==> src/rtl/ctc_queue.sv <==
`default_nettype none

module ctc_queue #(
   parameter int WIDTH = 8,
   parameter int DEPTH = 4,
   localparam int PTR_W = $clog2(DEPTH),
   localparam int CNT_W = $clog2(DEPTH + 1)
) (
   input  wire logic             clock,
   input  wire logic             reset,
   input  wire logic             push,
   input  wire logic [WIDTH-1:0] push_data,
   output logic                  full,
   input  wire logic             pop,
   output logic      [WIDTH-1:0] pop_data,
   output logic                  empty,
   output logic      [CNT_W-1:0] count
);

   logic [WIDTH-1:0] slot_ff [DEPTH];
   logic [PTR_W-1:0] wr_ptr_ff, wr_ptr_in;
   logic [PTR_W-1:0] rd_ptr_ff, rd_ptr_in;
   logic [CNT_W-1:0] count_ff, count_in;
   logic             do_push;
   logic             do_pop;

   assign full     = (count_ff == CNT_W'(DEPTH));
   assign empty    = (count_ff == '0);
   assign count    = count_ff;
   assign pop_data = slot_ff[rd_ptr_ff];
   assign do_push  = push && !full;
   assign do_pop   = pop && !empty;

   // Pointer and occupancy update
   always_comb begin
      wr_ptr_in = wr_ptr_ff;
      rd_ptr_in = rd_ptr_ff;
      count_in  = count_ff;
      if (do_push) begin
         wr_ptr_in = (wr_ptr_ff == PTR_W'(DEPTH - 1)) ? '0 : wr_ptr_ff + PTR_W'(1);
      end
      if (do_pop) begin
         rd_ptr_in = (rd_ptr_ff == PTR_W'(DEPTH - 1)) ? '0 : rd_ptr_ff + PTR_W'(1);
      end
      case ({do_push, do_pop})
         2'b10:   count_in = count_ff + CNT_W'(1);
         2'b01:   count_in = count_ff - CNT_W'(1);
         default: count_in = count_ff;
      endcase
   end

   always_ff @(posedge clock) begin
      if (reset) begin
         wr_ptr_ff <= '0;
         rd_ptr_ff <= '0;
         count_ff  <= '0;
      end else begin
         wr_ptr_ff <= wr_ptr_in;
         rd_ptr_ff <= rd_ptr_in;
         count_ff  <= count_in;
      end
   end

   // Storage
   always_ff @(posedge clock) begin
      if (do_push) begin
         slot_ff[wr_ptr_ff] <= push_data;
      end
   end

endmodule

`default_nettype wire

==> config.mk <==
export PLATFORM = sky130hd
export DESIGN_NAME = ctc_queue
export DESIGN_NICKNAME = d
export VERILOG_FILES = /design/src/rtl/ctc_queue.sv
export SDC_FILE = /design/constraint.sdc
export NUM_CORES = 1
export LEC_CHECK = 0
export ABC_AREA = 1
export BUFFER_PORTS_ARGS = -buffer_cell sky130_fd_sc_hd__buf_2
export CAP_MARGIN = 30
export CORE_MARGIN = 2
export CORE_UTILIZATION = 55
export CTS_CLUSTER_SIZE = 40
export DETAILED_ROUTE_END_ITERATION = 10
export GPL_TIMING_DRIVEN = 1
export PLACE_DENSITY = 0.77
export REMOVE_ABC_BUFFERS = 1
export SETUP_SLACK_MARGIN = 0.5
export SYNTH_ARGS = -nofsm -noshare
export SYNTH_HDL_FRONTEND = slang
export SYNTH_SLANG_ARGS = --single-unit
export TNS_END_PERCENT = 20
==> constraint.sdc <==
create_clock -name clock -period 2 [get_ports clock]
set_input_delay 0.2 -clock clock [delete_from_list [all_inputs] [get_ports clock]]
set_output_delay 0.2 -clock clock [all_outputs]
set_load 0.1 [all_outputs]
==> impl_results.md <==
- Worst path arrival time: 1.93 ns
- Die Ht: 59.7 µm
- Remaining DRCs: 0
- CP required: 2.25 ns
- Layout cells sized above 1: 0.396
- TritonCTS Sinks: 41
- Most used cell, CP: inv_1
- Total core area: 3000 µm²
- Run status: completed
- Max FO, Critical Path: 3
- Worst Clk Skew: 0.00386 ns
- Hold slack: 0.0641 ns
- First-pass GRT wire length: 5180 µm
- Crit path depth: 13
- WHS Path Cells: 1
- GRT overflow: 0
- Port Buf Inserts: 24
- Area of the multi-input gates: 551 µm²
- Latest clock arrival within the worst-skew pair: 0.34 ns
- CTS clock-pin slew for the worst setup and hold paths: 0.11 ns
- Cell variety after synth: 20
- CP peak stage delay: 0.36 ns
- TritonCTS clock tree: yes
- Hold buffer count at CTS: 0
- Worst path bufs/invs: 5
- Tightest Pin Transition: 0.486 ns
- Final setup vio count: 0
- HP Class: in2reg
- Final Max Tran Viols: 0
- Hold Vio Cnt, Final: 0
- Synth top area cells: edfxtp_1, dfxtp_1, nor2_1, ha_1, o21ai_0
- H-tree Lvls: 2
- Post-Layout Cell Count: 225
- Clock tree root buffer cell: clkbuf_4
- Largest net degree at the start of global routing: 17
- Period utilisation layout: 0.839
- WL/cell: 14.4 µm
- Nets@finish: 210
- Die X: 59.7 µm
- Area leader, netlist: edfxtp_1
- Initial antenna violation count: 0
- IO Pins: 25
- Vias: 1192
- Routability cong.: 0.699
- Die Area: 3560 µm²
- TritonRoute pass-1 iters: 6
- Fillers: 200
- Fin crit period: 1.68 ns
- Initial Util: 0.567
- RSZ-0062 raised after global routing: true
- Top Family by Delay on Critical Path: adder cells
- Synth Cell Area: 1700 µm²
- Worst reg-to-reg path cell count: 13
- Post-DP HPWL: 2040 µm
- WS Path Type: reg2reg
- Row cnt: 20
- Register area share after synthesis: 0.670
- Synth Register Bits: 41
- DR iter-0 viols: 38
- Max Fclk: 596 MHz
- Mapped Avg Cell Area: 11.6 µm²
- GRT Total Usage: 0.206
- ANT cells: 0
- CTS max path bufs: 2
- Sequential cell area: 1150 µm²
- YS warnings: 0
- Max-cap violations: 0
- Crit. End Element: flip-flop
- Routed WL: 3250 µm
- Worst setup SP type: flip-flop
- Slowest CP cell: dfxtp_2
- CTS Buf Count: 5
- Vias in the first global route: 1193
- Vias per inst: 5.30
- Slew margin rel.: 0.679
- Placed insts: 207
- Antenna-violating nets left: 0
- Synth top area share: 0.564
- Cells after Synth: 147
- Area Growth Syn to Fin: 28.9%
- CP cell instances: inv_1 -> nand2_2 -> inv_1 -> nor2_2 -> ha_2 -> inv_1 -> fa_2 -> inv_1 -> nand2_1 -> nand3_1 -> nand2_1 -> inv_1 -> nor2_1
## per-layer routing
layer,vias up,track usage,wire length [µm]
met1,566,0.214,1240
li1,596,-,-
met5,-,0,0
met4,0,0.0794,48
met3,5,0.0779,140
met2,25,0.373,1820
## flip-flops by register name, indices dropped and copies added, names as in the netlist, named ones only
| name | flops |
|---|---|
| wr_ptr_ff | 2 |
| slot_ff | 32 |
| rd_ptr_ff | 2 |
| count | 3 |
## worst paths after layout
kind              slack [ns]          from            end
setup / recovery        0.32      count[2]       count[2]
hold reg to reg         0.54  rd_ptr_ff[1]      flip-flop
setup reg to reg        0.32      count[2]       count[2]
hold / removal          0.06  push_data[3]  slot_ff[1][3]
## layout by cell type, fill, tap and decap left out, types with 2 or more instances in the layout
master	netlist	routed
o21ai_2	2	8
edfxtp_1	32	32
inv_1	18	17
buf_2	0	16
dfxtp_1	9	4
nor2_2	2	3
nand3b_1	2	2
a21oi_1	5	5
ha_1	6	5
nand2_4	0	2
clkinv_2	0	2
buf_8	0	2
o22ai_2	0	5
o22ai_1	8	3
nand3_1	2	2
nand2_1	10	9
clkbuf_4	0	5
buf_12	0	2
o21ai_0	14	8
o21ai_1	2	2
dfxtp_2	0	3
nor2_1	27	25
buf_4	0	11
dfxtp_4	0	2
buf_6	2	8
## worst register-to-register path, stage by stage, from the launching register on
cell and delay (ns):
dfxtp_2 0.36, inv_1 0.07, nand2_2 0.07, inv_1 0.06
nor2_2 0.10, ha_2 0.18, inv_1 0.06, fa_2 0.34
inv_1 0.06, nand2_1 0.07, nand3_1 0.07, nand2_1 0.06
inv_1 0.05, nor2_1 0.04
## logic make-up (layout without fill, tap and decap cells)
group,Yosys count,after routing,synth area share
AO/OA/AOI/OAI,31,31,0.101
adder cells (fa/ha/maj),7,7,0.0558
buffers and inverters,21,66,0.0551
flip-flops,41,41,0.670
AND/OR/NAND/NOR,47,47,0.118
## Yosys cell counts, drive strengths merged
cell    number
fa           1
a21oi        5
o21ai       18
ha           6
nand3        2
or2          1
inv         19
edfxtp      32
buf          2
nor2        29
nand4        1
nand2       12
nand3b       2
o22ai        8
dfxtp        9
## metrics by stage
| stage | utilization | instance area [µm²] | setup TNS (ns) | setup slack (ns) |
|---|---|---|---|---|
| global placement | 0.626 | 1880 | 0 | 0.213 |
| floorplan | - | 1680 | -9.59 | -0.897 |
| detailed placement | 0.626 | 1880 | 0 | 0.136 |
| finish | 0.732 | 2200 | 0 | 0.322 |
| CTS | 0.719 | 2160 | 0 | 0.363 |
| global route | 0.732 | 2200 | 0 | 0.252 |
## area by class of cell
cell class,count,area share
multi-input cells,85,0.251
inverters,19,0.0359
clock buffers,6,0.0188
well taps,33,0.0188
clock inverters,2,0.00456
repair buffers,39,0.147
flip-flops and latches,41,0.524
## what timing repair did
item,in CTS,in global routing
setup buffers,8,2
pin swaps,14,2
endpoints found under the setup margin,12,12
gates resized for setup,56,8
Power is left out: the tool's default activity adds up to more than one toggle a clock period on the data nets, which glitch-free logic cannot reach.
