==> config.mk <==
export PLATFORM = sky130hd
export DESIGN_NAME = ctc_front
export DESIGN_NICKNAME = d
export VERILOG_FILES = /design/src/rtl/ctc_pkg.sv /design/src/rtl/ctc_front.sv
export SDC_FILE = /design/constraint.sdc
export NUM_CORES = 1
export LEC_CHECK = 0
export BUFFER_PORTS_ARGS = -buffer_cell sky130_fd_sc_hd__buf_2
export CORE_MARGIN = 2
export CORE_UTILIZATION = 38
export DETAILED_ROUTE_END_ITERATION = 10
export HOLD_SLACK_MARGIN = 0.12
export PLACE_DENSITY_LB_ADDON = 0.05
export SLEW_MARGIN = 15
export SYNTH_ARGS = -nofsm -noshare
export SYNTH_HDL_FRONTEND = slang
export SYNTH_SLANG_ARGS = --single-unit
==> constraint.sdc <==
create_clock -name clock -period 2.59 [get_ports clock]
set_input_delay 0.518 -clock clock [delete_from_list [all_inputs] [get_ports clock]]
set_output_delay 0.518 -clock clock [all_outputs]
set_load 0.005 [all_outputs]
==> src/rtl/ctc_pkg.sv <==
`default_nettype none

package ctc_pkg;

   // Default geometry of the counter sets
   localparam int NUM_SYMBOLS_DEF = 64;
   localparam int COUNT_BITS_DEF  = 32;

   // Fixed field widths of the transaction ports
   localparam int CODON_BITS = 6;
   localparam int OUT_BITS   = 32;

   // Depth of the command queue and of the result queue
   localparam int QUEUE_DEPTH    = 4;
   localparam int QUEUE_CNT_BITS = $clog2(QUEUE_DEPTH + 1);

   // Operation codes
   typedef enum logic {
      OP_COUNT = 1'b0,
      OP_READ  = 1'b1
   } op_type;

   // Classification of one command, passed from front end to back end
   typedef struct packed {
      logic is_read;
      logic first;
      logic from_ok;
      logic to_ok;
   } op_flags_type;

   localparam int FLAG_BITS = $bits(op_flags_type);

endpackage

`default_nettype wire

==> src/rtl/ctc_front.sv <==
`default_nettype none

module ctc_front #(
   parameter int NUM_SYMBOLS = ctc_pkg::NUM_SYMBOLS_DEF,
   localparam int SYM_W   = $clog2(NUM_SYMBOLS),
   localparam int PAIR_AW = $clog2(NUM_SYMBOLS * NUM_SYMBOLS)
) (
   input  wire logic                            clock,
   input  wire logic                            reset,
   // Input transaction channel
   input  wire logic                            push,
   output logic                                 full,
   input  wire logic                            req_operation,
   input  wire logic [ctc_pkg::CODON_BITS-1:0]  req_codon,
   input  wire logic                            req_first_of_sequence,
   input  wire logic [ctc_pkg::CODON_BITS-1:0]  req_read_from,
   input  wire logic [ctc_pkg::CODON_BITS-1:0]  req_read_to,
   // Command queue
   input  wire logic                            clearing,
   input  wire logic                            mid_full,
   output logic                                 mid_push,
   output ctc_pkg::op_flags_type                mid_flags,
   output logic      [SYM_W-1:0]                mid_caddr,
   output logic      [PAIR_AW-1:0]              mid_paddr
);

   localparam int EXT_W = SYM_W + ctc_pkg::CODON_BITS;
   localparam int PRD_W = 2 * SYM_W + 1;
   localparam logic [SYM_W:0] NSYM = (SYM_W + 1)'(NUM_SYMBOLS);

   logic [SYM_W-1:0] prev_ff, prev_in;
   logic             accept;
   logic             is_read;
   logic             codon_ok;
   logic             from_ok;
   logic             to_ok;
   logic [EXT_W-1:0] codon_ext;
   logic [EXT_W-1:0] from_ext;
   logic [EXT_W-1:0] to_ext;
   logic [SYM_W-1:0] sym;
   logic [SYM_W-1:0] from_idx;
   logic [SYM_W-1:0] to_idx;
   logic [SYM_W-1:0] row;
   logic [SYM_W-1:0] col;
   logic [PRD_W-1:0] pair_sum;

   assign full   = mid_full || clearing;
   assign accept = push && !full;

   // Classify the transaction and range-check the indices
   always_comb begin
      is_read   = (req_operation == ctc_pkg::OP_READ);
      codon_ok  = (32'(req_codon) < 32'(NUM_SYMBOLS));
      from_ok   = (32'(req_read_from) < 32'(NUM_SYMBOLS));
      to_ok     = (32'(req_read_to) < 32'(NUM_SYMBOLS));
      codon_ext = {{SYM_W{1'b0}}, req_codon};
      from_ext  = {{SYM_W{1'b0}}, req_read_from};
      to_ext    = {{SYM_W{1'b0}}, req_read_to};
      sym       = codon_ext[SYM_W-1:0];
      from_idx  = from_ext[SYM_W-1:0];
      to_idx    = to_ext[SYM_W-1:0];
   end

   // Table addresses: row-major from/to index
   always_comb begin
      row      = is_read ? from_idx : prev_ff;
      col      = is_read ? to_idx : sym;
      pair_sum = PRD_W'(row) * PRD_W'(NSYM) + {{(SYM_W + 1){1'b0}}, col};
   end

   // Command towards the back end; out-of-range counts are dropped here
   always_comb begin
      mid_push          = accept && (is_read || codon_ok);
      mid_flags.is_read = is_read;
      mid_flags.first   = req_first_of_sequence;
      mid_flags.from_ok = from_ok;
      mid_flags.to_ok   = to_ok;
      mid_caddr         = is_read ? from_idx : sym;
      mid_paddr         = pair_sum[PAIR_AW-1:0];
   end

   // Previous codon tracks the last codon actually counted
   always_comb begin
      prev_in = prev_ff;
      if (accept && !is_read && codon_ok) begin
         prev_in = sym;
      end
   end

   always_ff @(posedge clock) begin
      if (reset) begin
         prev_ff <= '0;
      end else begin
         prev_ff <= prev_in;
      end
   end

endmodule

`default_nettype wire

==> impl_results.md, run 1 <==
* Post-synth EDFFs at 0
* Clock slew at the register clock pins of the worst setup and hold paths at 40 ps
* Std-Cell Core Area at 0.00130 mm²
* Avg Cell Area, Syn at 6.70 µm²
* CTS tree: built
* Synth top area share at 22.7%
* Hold Worst Slack at ~470 ps
* CP max stage delay at 320 ps
* Met1 WL at 552 µm
* Cell with the most instances after synthesis: nand2_1
* Mapped Area at 529 µm²
* Routed vias at 586
* Avg Vias per Cell at 4.37
* Synth-to-layout area growth at 40.2%
* Largest net degree at the start of global routing at 27
* R2R setup slack at 2020 ps
* Placement Setup Slack at 849 ps
* Mapped Cells at 79
* Crit. End Element: primary output
* Period minus WS final at 1740 ps
* Die W at 41.3 µm
* Seq/Total Area, Yosys at 22.7%
* Final setup fails at 0
* Num CTS Buffers at 3
* Power Total at ~0.26 mW
* Vias in the first global route at 422
* Hold-fix buffers, CTS at 0
* Layout Nets at between 100 and 150
* Setup ws final at between 800 and 900 ps
* Max-cap violation count at 0
* Count of cell types in the netlist at 13
* FMAX at approximately 570 MHz
* Worst setup endpoint: mid_caddr[0]
* Layout Skew at 0 ps
* Hold WC Path Type: flip-flop to flip-flop
* Clock insertion delay at the later pin of the skew report at 240 ps
* Max stage delay cell, worst path: buf_2
* Crit path top cell by count: buf_2
* Critical path class: input port to primary output
* RSZ-0062 raised after global routing: no
* CP Max Fanout at 26
* Ratio of cells with drive above 1 in the final layout at 41.2%
* Headroom to the max-slew limit at 62.6%
* Num ports at 49
* Reg with most FFs: prev_ff
* Fin Setup TNS at 0 ps
* WL final at 1280 µm
* Post-synthesis async set-or-reset flop share at 0%
* Non-Filler Instances at between 100 and 150
* Register Area at between 100 and 150 µm²
* Initial Util at roughly two fifths
* Die height at 41.3 µm
* Area contributors post-synth: dfxtp_1, nand2b_1, nand2_1
* Row count at 13
* Met3 wire len at ~84 µm
* Post-cts resize count at 0
* Clock Sinks at 6
* Global route overflow at 0
* Outcome: completed
* Tcrit/Tclk final at between 60 and 70%
* H-tree levels at 1
* Antenna fix cells at 0
* Worst-Margin Slew at 558 ps
* Commonest cells in the netlist: nand2_1, nand2b_1, inv_1
* Critical Path Start: req_operation
* Worst reg2reg path startpoint: prev_ff[3]
* Die area at ~0.0017 mm²
* Final HPWL DP at between 1000 and 1500 µm
* Setup Fix Bufs, Post-CTS at 0
* First-pass GRT wire length at 1770 µm
* Crit path cell chain: buf_2 -> nand2b_1 -> nand2_1 -> buf_2
* ANT nets after route at 0
* Area leader, netlist: dfxtp_1
* Final hold viol count at 0
* Leak Pwr at 0.410 nW
* Uppermost layer routed: met4
* Final Max Tran Viols at 0
* CTS max path bufs at 2
* Fill cells at 142
* Largest regs: prev_ff x6
* YS warnings at 0
* Dpl cells at 131
* Yosys reg bits at 6
* TritonRoute pass-1 iters at 4
* Power density over the cells at roughly 350 mW/mm²
* Root Driver: clkbuf_4
* Avg WL per Cell at 9.56 µm
* Gp weighted congestion at slightly above 0.7
* Worst setup SP type: input port
* VDD IR max at 0.000255 V
* Routed wl met2 at 631 µm
* Dominant synthesized flop cell: dfxtp_1
* Reg-to-reg endpoint: prev_ff[3]
* Antenna violations before repair at 0
* R2R cell count at 2
* Worst EP arrival at approximately 1200 ps
* # port buffers at 44
* Detailed Route Iter0 Violations at 4
* CP required at 2070 ps
* Post-route DRC at 0
* Gr usage total at 16.3%
* Area of the multi-input gates at about 330 µm²
* Max reg flops at 6
-- stage by stage --
step | util, % | instance area (µm²)
after global routing | 57.0 | 742
final | 57.0 | 742
after detailed placement | 55.3 | 719
after CTS | 57.0 | 742
after global placement | 55.3 | 719
after floorplan | - | 533
-- cells in the final DEF (no fill, tap or decap), drive strengths merged --
master and count:
dfxtp 6, nand2 24, buf 44, or2 1, inv 7, mux2i 6
nor2 1, nand2b 18, clkbuf 3, conb 2, o21ai 6, nor4b 1
-- worst max-delay path: cells and delay by family --
kind	cells	cell delay (ps)
buf+inv	2	440
simple gates	2	250
-- worst min-delay path by stage --
stage                    start          to  slack (ps)  cells past startpoint
floorplan           prev_ff[0]  prev_ff[0]         450                      2
global placement    prev_ff[4]  prev_ff[4]         460                      2
detailed placement  prev_ff[5]  prev_ff[5]         470                      2
CTS                 prev_ff[4]  prev_ff[4]         470                      2
global route        prev_ff[5]  prev_ff[5]         490                      2
finish              prev_ff[1]  prev_ff[1]         470                      2
-- per-layer routing --
metal	global-route usage, %	vias up
li1	-	319
met1	21.4	246
met2	23.4	19
met3	3.19	2
met4	12.1	0
met5	0	-
-- power by group --
part | leakage, nW | switching, mW | internal [mW]
Clock | 0.0138 | 0.0316 | 0.0523
Sequential | 0.0486 | 0.000976 | 0.0948
Combinational | 0.348 | 0.0384 | 0.0421
-- area by class of cell --
| cell class | instances | area share (%) |
|---|---|---|
| multi-input combinational | 59 | 45.0 |
| clock buffer | 3 | 3.04 |
| sequential | 6 | 16.2 |
| timing repair buffer | 44 | 29.7 |
| inverter | 7 | 3.54 |
| tap | 15 | 2.53 |
-- cells by family after synthesis --
family | share of synthesized area, %
other | 0.709
buffers and inverters | 14.9
DFF | 22.7
AOI/OAI and AO/OA | 5.67
muxes | 11.3
and+or+nand+nor | 44.7
Power figures use the tool's default switching activity.
==> inputs of run 2 (changes only) <==
--- a/config.mk
+++ b/config.mk
@@ -7,7 +7,7 @@
 export LEC_CHECK = 0
 export BUFFER_PORTS_ARGS = -buffer_cell sky130_fd_sc_hd__buf_2
 export CORE_MARGIN = 2
-export CORE_UTILIZATION = 38
+export CORE_UTILIZATION = 35
 export DETAILED_ROUTE_END_ITERATION = 10
 export HOLD_SLACK_MARGIN = 0.12
 export PLACE_DENSITY_LB_ADDON = 0.05
==> constraint.sdc (replaced) <==
create_clock -name clock -period 1.7 [get_ports clock]
set_input_delay 0.34 -clock clock [delete_from_list [all_inputs] [get_ports clock]]
set_output_delay 0.34 -clock clock [all_outputs]
set_load 0.005 [all_outputs]
==> impl_results.md, run 2 (synthesis results as in run 1) <==
* Hold-fix buffers, CTS at 0 (unchanged)
* TritonRoute pass-1 iters at 3 (-1)
* H-tree levels at 1 (unchanged)
* Psw at 0.112 mW (+58%)
* CP required at 1360 ps (-710 ps)
* Commonest non-fill, non-tap cell in the layout: buf_2
* Vias in the first global route at 467 (+11%)
* Critical Path Start: req_operation
* Hold_sp: req_codon[0]
* Internal power at 0.289 mW (+53%)
* Final HPWL DP at 897 µm (-14%)
* CP Max Fanout at 26 (unchanged)
* CP max stage delay at 330 ps (about the same)
* Setup Fix Bufs, Post-CTS at 0 (unchanged)
* Detailed Route Iter0 Violations at 2 (-2)
* Final setup fails at 0 (unchanged)
* Clock insertion delay at the later pin of the skew report at 240 ps (about the same)
* Std-Cell Core Area at 0.00145 mm² (+12%)
* Max stage delay cell, worst path: buf_2
* Leak Pwr at 0.416 nW (+1.3%)
* RSZ-0062 raised after global routing: no
* Clock Sinks at 6 (unchanged)
* R2R setup slack at 1100 ps (-920 ps)
* Reg-to-reg endpoint: prev_ff[3]
* Row count at 14 (+1)
* Placement Setup Slack at 326 ps (-523 ps)
* Worst setup endpoint: mid_paddr[3]
* Power density over the cells at 534 mW/mm² (+52%)
* Synth-to-layout area growth at 41.8%
* ANT nets after route at 0 (unchanged)
* Initial Util at 36.4% (-4.3 points)
* Avg Vias per Cell at 4.20 (-4.0%)
* Antenna fix cells at 0 (unchanged)
* WL final at 1110 µm (-13%)
* Crit path cell chain: buf_2 -> nand2b_1 -> nand2_1 -> buf_2
* Max reg flops at 6 (unchanged)
* Switching Fraction at 28.0% (+0.68 points)
* Final hold viol count at 0 (unchanged)
* Layout Nets at 147 (+0.68%)
* Post-route DRC at 0 (unchanged)
* Largest regs: prev_ff x6
* Num CTS Buffers at 3 (unchanged)
* Ratio of cells with drive above 1 in the final layout at 41.7% (+0.49 points)
* Worst EP arrival at 1020 ps (-210 ps)
* Post-cts resize count at 0 (unchanged)
* Setup ws final at 342 ps (-505 ps)
* Hold WC Path Type: input port to flip-flop
* Combinational fraction of design power at 30.0% (-0.9 points)
* CTS max path bufs at 2 (unchanged)
* Commonest non-fill, non-tap cells in the layout: buf_2, nand2_1, nand2b_1
* Layout Skew at 0 ps (unchanged)
* Fill cells at 150 (+5.6%)
* Uppermost layer routed: met4
* Num ports at 49 (unchanged)
* End-of-flow core utilization at 51.6% (-5.4 points)
* Met1 WL at 505 µm (-8.5%)
* Worst reg2reg path startpoint: prev_ff[3]
* Root Driver: clkbuf_4
* Gr usage total at 13.0% (-3.3 points)
* VDD IR max at 0.000353 V (+39%)
* Avg WL per Cell at 8.19 µm (-14%)
* Reg with most FFs: prev_ff
* Fin Setup TNS at 0 ps (unchanged)
* # port buffers at 44 (unchanged)
* Clock slew at the register clock pins of the worst setup and hold paths at 50 ps (about the same)
* Antenna violations before repair at 0 (unchanged)
* FMAX at 736 MHz
* R2R cell count at 2 (unchanged)
* Worst setup SP type: input port
* Die W at 42.9 µm (+3.8%)
* Clock power share at 33.7% (+1.5 points)
* Period minus WS final at around 1400 ps
* Die height at 42.9 µm (+3.8%)
* Final Max Tran Viols at 0 (unchanged)
* Routed vias at 571 (-2.6%)
* Reg power frac at 36.3% (-0.5 points)
* First-pass GRT wire length at 1830 µm (+3.1%)
* CTS tree: built
* Critical path class: input port to primary output
* Max-cap violation count at 0 (unchanged)
* Crit. End Element: primary output
* Tcrit/Tclk final at 79.9%
* Met3 wire len at 85 µm (+1.2%)
* Gp weighted congestion at 0.688 (-2.6%)
* Routed wl met2 at 502 µm (-20%)
* Die area at 0.00184 mm² (+7.7%)
* Crit path top cell by count: buf_2
* Global route overflow at 0 (unchanged)
* Largest net degree at the start of global routing at 27 (unchanged)
* Outcome: completed
[run 2: changes by cell type in the layout (fill, tap and decap cells not counted), sizes merged]
cell / change
buf: +1
[run 2: power groups by stage]
| stage | clock [mW] | combinational, mW | sequential (mW) |
|---|---|---|---|
| global placement | 0 | 0.120 | 0.148 |
| global route | 0.147 | 0.139 | 0.146 |
| finish | 0.135 | 0.120 | 0.146 |
| floorplan | 0 | 0.0672 | 0.148 |
| CTS | 0.141 | 0.122 | 0.145 |
| detailed placement | 0 | 0.122 | 0.148 |
[run 2: area by class of cell]
class | count | area [µm²] | area share (%)
Sequential cell | 6 | 120 | 16.0
Multi-Input combinational cell | 59 | 334 | 44.5
Inverter | 7 | 26.3 | 3.50
Timing Repair Buffer | 45 | 228 | 30.3
Clock buffer | 3 | 22.5 | 3.00
Tap cell | 16 | 20.0 | 2.67
[run 2: routing by layer]
metal	up-vias	GRT usage, %
met5	-	0
met4	0	5.63
li1	316	-
met1	230	16.2
met2	23	21.5
met3	2	2.55
[run 2: worst min-delay path by stage]
stage,slack [ps],cells after the start,endpoint
CTS,370,3,prev_ff[0]
finish,370,3,prev_ff[0]
floorplan,450,2,prev_ff[0]
global placement,460,2,prev_ff[2]
global route,380,3,prev_ff[3]
detailed placement,470,2,prev_ff[2]
[run 2: through the flow]
step	total power [mW]	std cells	hold slack, ps	cell area [µm²]
after floorplan	0.215	80	449	533
after global placement	0.269	133	461	728
after detailed placement	0.270	133	468	728
after CTS	0.408	136	367	751
after global routing	0.431	136	384	751
final	0.401	136	367	751
[run 2: worst max-delay path, delay by kind of cell]
family | cells | cell delay, ps
buffers and inverters | 2 | 450
AND/OR/NAND/NOR | 2 | 230
